==> config.mk <==
export PLATFORM = sky130hd
export DESIGN_NAME = preamble_sync_bit_deframer
export DESIGN_NICKNAME = d
export VERILOG_FILES = /design/src/hdl/psd_pkg.sv /design/src/hdl/preamble_sync_bit_deframer.sv
export SDC_FILE = /design/constraint.sdc
export NUM_CORES = 1
export LEC_CHECK = 0
export BUFFER_PORTS_ARGS = -buffer_cell sky130_fd_sc_hd__buf_2
export CAP_MARGIN = 20
export CORE_UTILIZATION = 25
export DETAILED_ROUTE_END_ITERATION = 8
export SLEW_MARGIN = 20
export SYNTH_ARGS = -nofsm -noshare
export SYNTH_HDL_FRONTEND = slang
export SYNTH_SLANG_ARGS = --single-unit
==> constraint.sdc <==
create_clock -name aclk -period 8.9 [get_ports aclk]
set_clock_uncertainty 0.1 [all_clocks]
set_input_delay 2.225 -clock aclk [delete_from_list [all_inputs] [get_ports aclk]]
set_output_delay 2.225 -clock aclk [all_outputs]
set_load 0.02 [all_outputs]
==> src/hdl/psd_pkg.sv <==
// ----------------------------------------------------------------------------
// psd_pkg
// Types and constants of the preamble-synchronized bit deframer: frame layout,
// phase encoding, section tags and configuration register indexes.
// ----------------------------------------------------------------------------
package psd_pkg;

    // Frame layout
    localparam int PREAMBLE_BITS = 7 * 8 + 7;
    localparam int HEADER_BITS   = (6 + 6 + 2) * 8;
    localparam int ADDR_BITS     = 48;
    localparam int LEN_BITS      = 16;
    localparam int CRC_BITS      = 32;

    // Field widths
    localparam int THRESH_W  = 16;
    localparam int PAYLEN_W  = 14;
    localparam int INDEX_W   = 14;
    localparam int SECTION_W = 3;
    localparam int SYNC_W    = 6;
    localparam int CFG_IDX_W = 2;
    localparam int CFG_DATA_W = 16;

    // Section tags on the result channel
    typedef enum logic [SECTION_W-1:0] {
        SEC_DEST     = 3'd0,
        SEC_SOURCE   = 3'd1,
        SEC_LENGTH   = 3'd2,
        SEC_PAYLOAD  = 3'd3,
        SEC_CHECKSUM = 3'd4
    } section_t;

    // Configuration register indexes
    typedef enum logic [CFG_IDX_W-1:0] {
        CFG_THRESHOLD    = 2'd0,
        CFG_POLARITY     = 2'd1,
        CFG_PAYLOAD_BITS = 2'd2
    } cfg_index_t;

    // Frame phase, one-hot
    typedef enum logic [3:0] {
        PH_HUNT     = 4'b0001,
        PH_HEADER   = 4'b0010,
        PH_PAYLOAD  = 4'b0100,
        PH_CHECKSUM = 4'b1000
    } phase_t;

    // Reset values of the configuration registers
    localparam logic [THRESH_W-1:0] THRESHOLD_RESET    = 16'd100;
    localparam logic                POLARITY_RESET     = 1'b1;
    localparam logic [PAYLEN_W-1:0] PAYLOAD_BITS_RESET = 14'd64;

endpackage

==> src/hdl/preamble_sync_bit_deframer.sv <==
// ----------------------------------------------------------------------------
// preamble_sync_bit_deframer
// Slices one timing sample per bit, hunts for the preamble and start
// delimiter, then streams header, payload and checksum bits tagged by section.
// ----------------------------------------------------------------------------
// Each result passes through the input register and then the result register.
// Throughput: one sample per cycle while m_ready accepts results; the frame state updates once per sample.
// Preamble and delimiter samples give no result and drain without waiting for the result channel.
// Reset (aresetn low, synchronous): hunting, counters and shift registers clear,
// threshold 100, polarity 1, payload length 64.
module preamble_sync_bit_deframer #(
    parameter int SAMPLE_WIDTH     = 16,
    parameter int MAX_PAYLOAD_BITS = 12000
) (
    input  logic                                aclk,
    input  logic                                aresetn,
    // configuration write port
    input  logic                                cfg_we,
    input  logic [psd_pkg::CFG_IDX_W-1:0]       cfg_index,
    input  logic [psd_pkg::CFG_DATA_W-1:0]      cfg_wdata,
    // sample input
    input  logic                                s_valid,
    output logic                                s_ready,
    input  logic [SAMPLE_WIDTH-1:0]             s_sample,
    // bit results
    output logic                                m_valid,
    input  logic                                m_ready,
    output logic                                m_bit_res,
    output logic [psd_pkg::SECTION_W-1:0]       m_section,
    output logic [psd_pkg::INDEX_W-1:0]         m_bit_index,
    output logic                                m_last,
    output logic [psd_pkg::LEN_BITS-1:0]        m_length_field,
    output logic                                m_length_ok,
    output logic [psd_pkg::CRC_BITS-1:0]        m_checksum_field
);

    localparam int CMP_W = (SAMPLE_WIDTH > psd_pkg::THRESH_W) ? SAMPLE_WIDTH
                                                              : psd_pkg::THRESH_W;
    localparam int CNT_W = psd_pkg::INDEX_W + 1;

    // Configuration registers
    logic [psd_pkg::THRESH_W-1:0] threshold_reg;
    logic                         polarity_reg;
    logic [psd_pkg::PAYLEN_W-1:0] payload_bits_reg;

    always_ff @(posedge aclk) begin
        if (!aresetn) begin
            threshold_reg    <= psd_pkg::THRESHOLD_RESET;
            polarity_reg     <= psd_pkg::POLARITY_RESET;
            payload_bits_reg <= psd_pkg::PAYLOAD_BITS_RESET;
        end else if (cfg_we) begin
            case (cfg_index)
                psd_pkg::CFG_THRESHOLD: begin
                    threshold_reg <= cfg_wdata[psd_pkg::THRESH_W-1:0];
                end
                psd_pkg::CFG_POLARITY: begin
                    polarity_reg <= cfg_wdata[0];
                end
                psd_pkg::CFG_PAYLOAD_BITS: begin
                    payload_bits_reg <= cfg_wdata[psd_pkg::PAYLEN_W-1:0];
                end
                default: begin
                end
            endcase
        end
    end

    // Input register
    logic                    in_valid_reg;
    logic [SAMPLE_WIDTH-1:0] in_sample_reg;

    // Frame state
    psd_pkg::phase_t              phase_reg, phase_next;
    logic [psd_pkg::SYNC_W-1:0]   sync_count_reg, sync_count_next;
    logic [psd_pkg::INDEX_W-1:0]  bit_count_reg, bit_count_next;
    logic [psd_pkg::LEN_BITS-1:0] length_shift_reg, length_shift_next;
    logic [psd_pkg::CRC_BITS-1:0] checksum_shift_reg, checksum_shift_next;

    // Result register
    logic                          out_valid_reg;
    logic                          out_bit_reg;
    logic [psd_pkg::SECTION_W-1:0] out_section_reg;
    logic [psd_pkg::INDEX_W-1:0]   out_index_reg;
    logic                          out_last_reg;
    logic [psd_pkg::LEN_BITS-1:0]  out_length_reg;
    logic                          out_length_ok_reg;
    logic [psd_pkg::CRC_BITS-1:0]  out_checksum_reg;

    // Per-sample combinational results
    logic                          bit_val;
    logic                          has_result;
    logic                          advance;
    logic                          out_load;
    logic [psd_pkg::PAYLEN_W-1:0]  payload_len;
    logic [CNT_W-1:0]              count_inc;
    psd_pkg::section_t             sec;
    logic [psd_pkg::INDEX_W-1:0]   idx;
    logic                          last_bit;

    // Slice the sample against the threshold
    always_comb begin
        logic above;
        above   = CMP_W'(in_sample_reg) > CMP_W'(threshold_reg);
        bit_val = polarity_reg ? above : !above;
    end

    // Saturate the payload length
    assign payload_len = (payload_bits_reg > psd_pkg::PAYLEN_W'(MAX_PAYLOAD_BITS))
                       ? psd_pkg::PAYLEN_W'(MAX_PAYLOAD_BITS) : payload_bits_reg;

    assign count_inc  = CNT_W'(bit_count_reg) + CNT_W'(1);
    assign has_result = (phase_reg != psd_pkg::PH_HUNT);

    // Advance the input register when the sample gives no result or the result slot is free or draining
    assign advance  = in_valid_reg && (!has_result || !out_valid_reg || m_ready);
    assign out_load = advance && has_result;
    assign s_ready  = !in_valid_reg || advance;

    // Next frame state and result fields
    always_comb begin
        phase_next          = phase_reg;
        sync_count_next     = sync_count_reg;
        bit_count_next      = bit_count_reg;
        length_shift_next   = length_shift_reg;
        checksum_shift_next = checksum_shift_reg;
        sec                 = psd_pkg::SEC_DEST;
        idx                 = bit_count_reg;
        last_bit            = 1'b0;

        case (phase_reg)
            psd_pkg::PH_HUNT: begin
                if (sync_count_reg < psd_pkg::SYNC_W'(psd_pkg::PREAMBLE_BITS)) begin
                    // even positions expect one, odd positions expect zero
                    if (bit_val == sync_count_reg[0]) begin
                        sync_count_next = '0;
                    end else begin
                        sync_count_next = sync_count_reg + psd_pkg::SYNC_W'(1);
                    end
                end else if (bit_val) begin
                    sync_count_next     = '0;
                    bit_count_next      = '0;
                    length_shift_next   = '0;
                    checksum_shift_next = '0;
                    phase_next          = psd_pkg::PH_HEADER;
                end else begin
                    // extra zero: step back to stay in the alternation
                    sync_count_next = sync_count_reg - psd_pkg::SYNC_W'(1);
                end
            end
            psd_pkg::PH_HEADER: begin
                if (bit_count_reg < psd_pkg::INDEX_W'(psd_pkg::ADDR_BITS)) begin
                    sec = psd_pkg::SEC_DEST;
                    idx = bit_count_reg;
                end else if (bit_count_reg < psd_pkg::INDEX_W'(2 * psd_pkg::ADDR_BITS)) begin
                    sec = psd_pkg::SEC_SOURCE;
                    idx = bit_count_reg - psd_pkg::INDEX_W'(psd_pkg::ADDR_BITS);
                end else begin
                    sec = psd_pkg::SEC_LENGTH;
                    idx = bit_count_reg - psd_pkg::INDEX_W'(2 * psd_pkg::ADDR_BITS);
                    length_shift_next = {length_shift_reg[psd_pkg::LEN_BITS-2:0], bit_val};
                end
                bit_count_next = count_inc[psd_pkg::INDEX_W-1:0];
                if (count_inc >= CNT_W'(psd_pkg::HEADER_BITS)) begin
                    bit_count_next = '0;
                    phase_next     = (payload_len == '0) ? psd_pkg::PH_CHECKSUM
                                                         : psd_pkg::PH_PAYLOAD;
                end
            end
            psd_pkg::PH_PAYLOAD: begin
                sec            = psd_pkg::SEC_PAYLOAD;
                bit_count_next = count_inc[psd_pkg::INDEX_W-1:0];
                if (count_inc >= CNT_W'(payload_len)) begin
                    bit_count_next = '0;
                    phase_next     = psd_pkg::PH_CHECKSUM;
                end
            end
            psd_pkg::PH_CHECKSUM: begin
                sec                 = psd_pkg::SEC_CHECKSUM;
                checksum_shift_next = {checksum_shift_reg[psd_pkg::CRC_BITS-2:0], bit_val};
                bit_count_next      = count_inc[psd_pkg::INDEX_W-1:0];
                if (count_inc >= CNT_W'(psd_pkg::CRC_BITS)) begin
                    last_bit        = 1'b1;
                    bit_count_next  = '0;
                    sync_count_next = '0;
                    phase_next      = psd_pkg::PH_HUNT;
                end
            end
            default: begin
                phase_next      = psd_pkg::PH_HUNT;
                sync_count_next = '0;
                bit_count_next  = '0;
            end
        endcase
    end

    // Hold or load the input register
    always_ff @(posedge aclk) begin
        if (!aresetn) begin
            in_valid_reg <= 1'b0;
        end else if (s_valid && s_ready) begin
            in_valid_reg <= 1'b1;
        end else if (advance) begin
            in_valid_reg <= 1'b0;
        end
    end

    always_ff @(posedge aclk) begin
        if (s_valid && s_ready) begin
            in_sample_reg <= s_sample;
        end
    end

    // Update frame state once per processed sample
    always_ff @(posedge aclk) begin
        if (!aresetn) begin
            phase_reg          <= psd_pkg::PH_HUNT;
            sync_count_reg     <= '0;
            bit_count_reg      <= '0;
            length_shift_reg   <= '0;
            checksum_shift_reg <= '0;
        end else if (advance) begin
            phase_reg          <= phase_next;
            sync_count_reg     <= sync_count_next;
            bit_count_reg      <= bit_count_next;
            length_shift_reg   <= length_shift_next;
            checksum_shift_reg <= checksum_shift_next;
        end
    end

    // Result valid: set on load, drop after transfer
    always_ff @(posedge aclk) begin
        if (!aresetn) begin
            out_valid_reg <= 1'b0;
        end else if (out_load) begin
            out_valid_reg <= 1'b1;
        end else if (m_ready) begin
            out_valid_reg <= 1'b0;
        end
    end

    // Result payload; frame fields only on the last bit
    always_ff @(posedge aclk) begin
        if (out_load) begin
            out_bit_reg       <= bit_val;
            out_section_reg   <= sec;
            out_index_reg     <= idx;
            out_last_reg      <= last_bit;
            out_length_reg    <= last_bit ? length_shift_next : '0;
            out_length_ok_reg <= last_bit &&
                                 (length_shift_next == psd_pkg::LEN_BITS'(payload_len));
            out_checksum_reg  <= last_bit ? checksum_shift_next : '0;
        end
    end

    assign m_valid          = out_valid_reg;
    assign m_bit_res        = out_bit_reg;
    assign m_section        = out_section_reg;
    assign m_bit_index      = out_index_reg;
    assign m_last           = out_last_reg;
    assign m_length_field   = out_length_reg;
    assign m_length_ok      = out_length_ok_reg;
    assign m_checksum_field = out_checksum_reg;

    // Assertions
    a_last_is_final_crc_bit: assert property (@(posedge aclk) disable iff (!aresetn)
        (m_valid && m_last) |->
            (m_section == psd_pkg::SEC_CHECKSUM &&
             m_bit_index == psd_pkg::INDEX_W'(psd_pkg::CRC_BITS - 1)))
        else $error("last flagged away from the final checksum bit");

    a_fields_zero_unless_last: assert property (@(posedge aclk) disable iff (!aresetn)
        (m_valid && !m_last) |->
            (m_length_field == '0 && m_checksum_field == '0 && !m_length_ok))
        else $error("frame fields set on a non-final bit");

    a_no_result_while_hunting: assert property (@(posedge aclk) disable iff (!aresetn)
        (advance && phase_reg == psd_pkg::PH_HUNT) |=> $stable(out_valid_reg) || !out_valid_reg)
        else $error("result produced while hunting");

    a_sync_only_in_hunt: assert property (@(posedge aclk) disable iff (!aresetn)
        (sync_count_reg != '0) |-> (phase_reg == psd_pkg::PH_HUNT))
        else $error("sync count live outside the hunt");

    a_header_count_bound: assert property (@(posedge aclk) disable iff (!aresetn)
        (phase_reg == psd_pkg::PH_HEADER) |->
            (bit_count_reg < psd_pkg::INDEX_W'(psd_pkg::HEADER_BITS)))
        else $error("header bit count out of range");

endmodule
==> run metrics <==
status=finished clean; hold endpoint=threshold_reg[1]; pins over their slew limit=0; PwrDens=160 nW/µm²; DP HPWL=~18000 µm; first-pass iteration count of the detailed router=5; clock slew seen by the registers of the worst setup and hold paths=about 70 ps; LEAKAGE=around 4.1 nW; Die W=around 200 µm; XOR/XNOR Fraction of Synth Area=0.0222; Worst Hold Class=register to register; Post-Synth Adder-Cell Area=0.0489; hold path depth=2; final setup violation count=0; worst hold start=threshold_reg[1]; Syn Inst Count=between 1000 and 1500; critical path launch point type=input port; Overflow after GRT=0; Placed Area=around 10000 µm²; reg-to-reg endpoint=phase_reg[3]; post-synthesis simple-gate area fraction=0.195; Hold WS=about 370 ps; CP required=6580 ps; TritonCTS clock tree=built; Max-cap violations=0; post-synth top area share=0.267; Crit Path Max Fanout=3; largest cells by area after synthesis=edfxtp_1 (27%), dfxtp_1 (22%), ha_1 (4.9%), a22oi_1 (4.8%), nor2b_1 (4.4%); layout cells sized above 1=0.156; Critical path origin=m_ready; Worst setup EP type=primary output; pin count of the biggest net entering global routing=approximately 110; Ys Warns=0; Clk Latency, worst-skew pair=approximately 440 ps; CTS HTree Levels=4; total nets after synthesis=1077; WP data arrival=approximately 2900 ps; # clock sinks=189; Post-Syn Area per Cell=~9.5 µm²; R2R Path Start=payload_bits_reg[3]; fin nets=between 1000 and 1500; post-synthesis mux area share=0.00648; Initial Utilization=0.256; CORE AREA=37000 µm²; CTS resizes=0; Post-CTS Setup Inserts=0; Primary FF master, synth=dfxtp_1; Hold Buf Count CTS=0; antenna-violating nets left=0; Die Ht=between 150 and 200 µm; asr flop ratio synth=0; first-pass GRT wire length=~40000 µm; root buffer cell=clkbuf_16; peak supply drop=approximately 0.12 mV; Post-route DRC=0; final hold vios=0; via count=7725; die area=~39000 µm²; # port buffers=~110; # IOs=between 100 and 150; Crit Path Class=input port to primary output; Vias/cell=4.84; fin crit period=roughly 5200 ps; total CTS buffers=17; Routed WL per cell=about 15 µm; post-layout instance area=between 10000 and 15000 µm²; cell taking the most area after synthesis=edfxtp_1; FP Rows=70; worst slew pin tran=1050 ps; initial antenna violation count=0; gr usage total=0.129; area grow syn2layout=17.3%; Setup TNS Final=0 ps; register-to-register setup slack=slightly above 4000 ps; Post-synth EDFFs=84; period utilization=0.585; main combinational cell family by area after synthesis=compound AO/OA/AOI/OAI gates; Slew Limit Headroom=0.296; number of global-route vias before repair=7258; Max Buffers Root-to-Sink=2; diode count=0; initial DRC count=between 600 and 700; number of unique standard cell types used by synthesis=between 60 and 70; RSZ-0062 raised after global routing=no; count leader, synth=nand2_1; compound-gate portion of the synthesized area=0.200; Worst Reg-to-Reg Cells=13; sequential fraction of the synthesis area=0.489; GP Congestion=a little under 0.9; Mapped Area=between 9000 and 10000 µm²; drt total wl=24700 µm; max frequency=~0.19 GHz; Synth top cells by count=nand2_1 (109), dfxtp_1 (105), nor2_1 (87); Yosys reg bits=between 150 and 200
[power by group]
part / total (mW) / internal, mW / leakage [nW] / switching [mW]
registers: 0.919 / 0.911 / 1.79 / 0.00785
clock network: 0.774 / 0.393 / 0.289 / 0.381
logic: 0.0872 / 0.0364 / 2.05 / 0.0508
total: 1.78 / 1.34 / 4.13 / 0.439
[cell type report]
type | instances | area, µm²
clock buffer | 19 | 454
clock inverter | 13 | 140
fill | 3968 | 25900
inverter | 33 | 124
multi-input combinational | 722 | 4520
sequential | 189 | 4620
tap | 504 | 631
timing repair buffer | 117 | 608
[worst max-delay path, cell delays in order]
cell	delay, ps
buf_2	90
nand2b_1	160
nor2_1	160
nand2_1	90
buf_2	160
[cells in the final DEF, fill, tap and decap left out, types with 7 or more instances in the layout]
master / n
and2_1: 12
nand4_1: 14
buf_2: 108
buf_4: 9
nor2b_1: 67
clkbuf_16: 18
nor2_1: 85
a21oi_1: 77
or3_1: 7
inv_1: 33
xnor2_1: 13
ha_1: 37
nor3_1: 20
a21boi_0: 32
o21ai_0: 27
o211ai_1: 9
nand3_1: 19
a21o_1: 7
a22oi_1: 61
and3_1: 7
nand2_1: 109
edfxtp_1: 84
dfxtp_1: 105
xor2_1: 11
[worst max path at each step]
| stage | endpoint |
|---|---|
| floorplan | phase_reg[1] |
| global placement | s_ready |
| detailed placement | s_ready |
| CTS | s_ready |
| global route | s_ready |
| finish | s_ready |
[routing by layer]
metal	vias up	wire [µm]	part of all wire	track usage
li1	3801	-	-	-
met1	3687	11600	0.47	0.176
met2	221	11500	0.46	0.208
met3	16	1420	0.057	0.0279
met4	0	202	0.0082	0.0272
met5	-	0	0	0
[through the flow]
step / util / power (mW) / worst slack [ps] / cells
after floorplan: - / 0.994 / 2680 / 1001
after global placement: 0.284 / 1.02 / 3690 / 1565
after detailed placement: 0.284 / 1.03 / 3700 / 1565
after CTS: 0.300 / 1.80 / 3690 / 1597
after global routing: 0.300 / 1.85 / 3590 / 1597
final: 0.300 / 1.78 / 3690 / 1597
[kinds of logic after synthesis]
kind of cell | count (synthesis)
simple gates | 374
buf+inv | 90
xor+xnor | 24
mux | 6
flops | 189
fa+ha+maj | 37
compound gates | 281
Note: power is estimated with default switching activity, not from simulation.
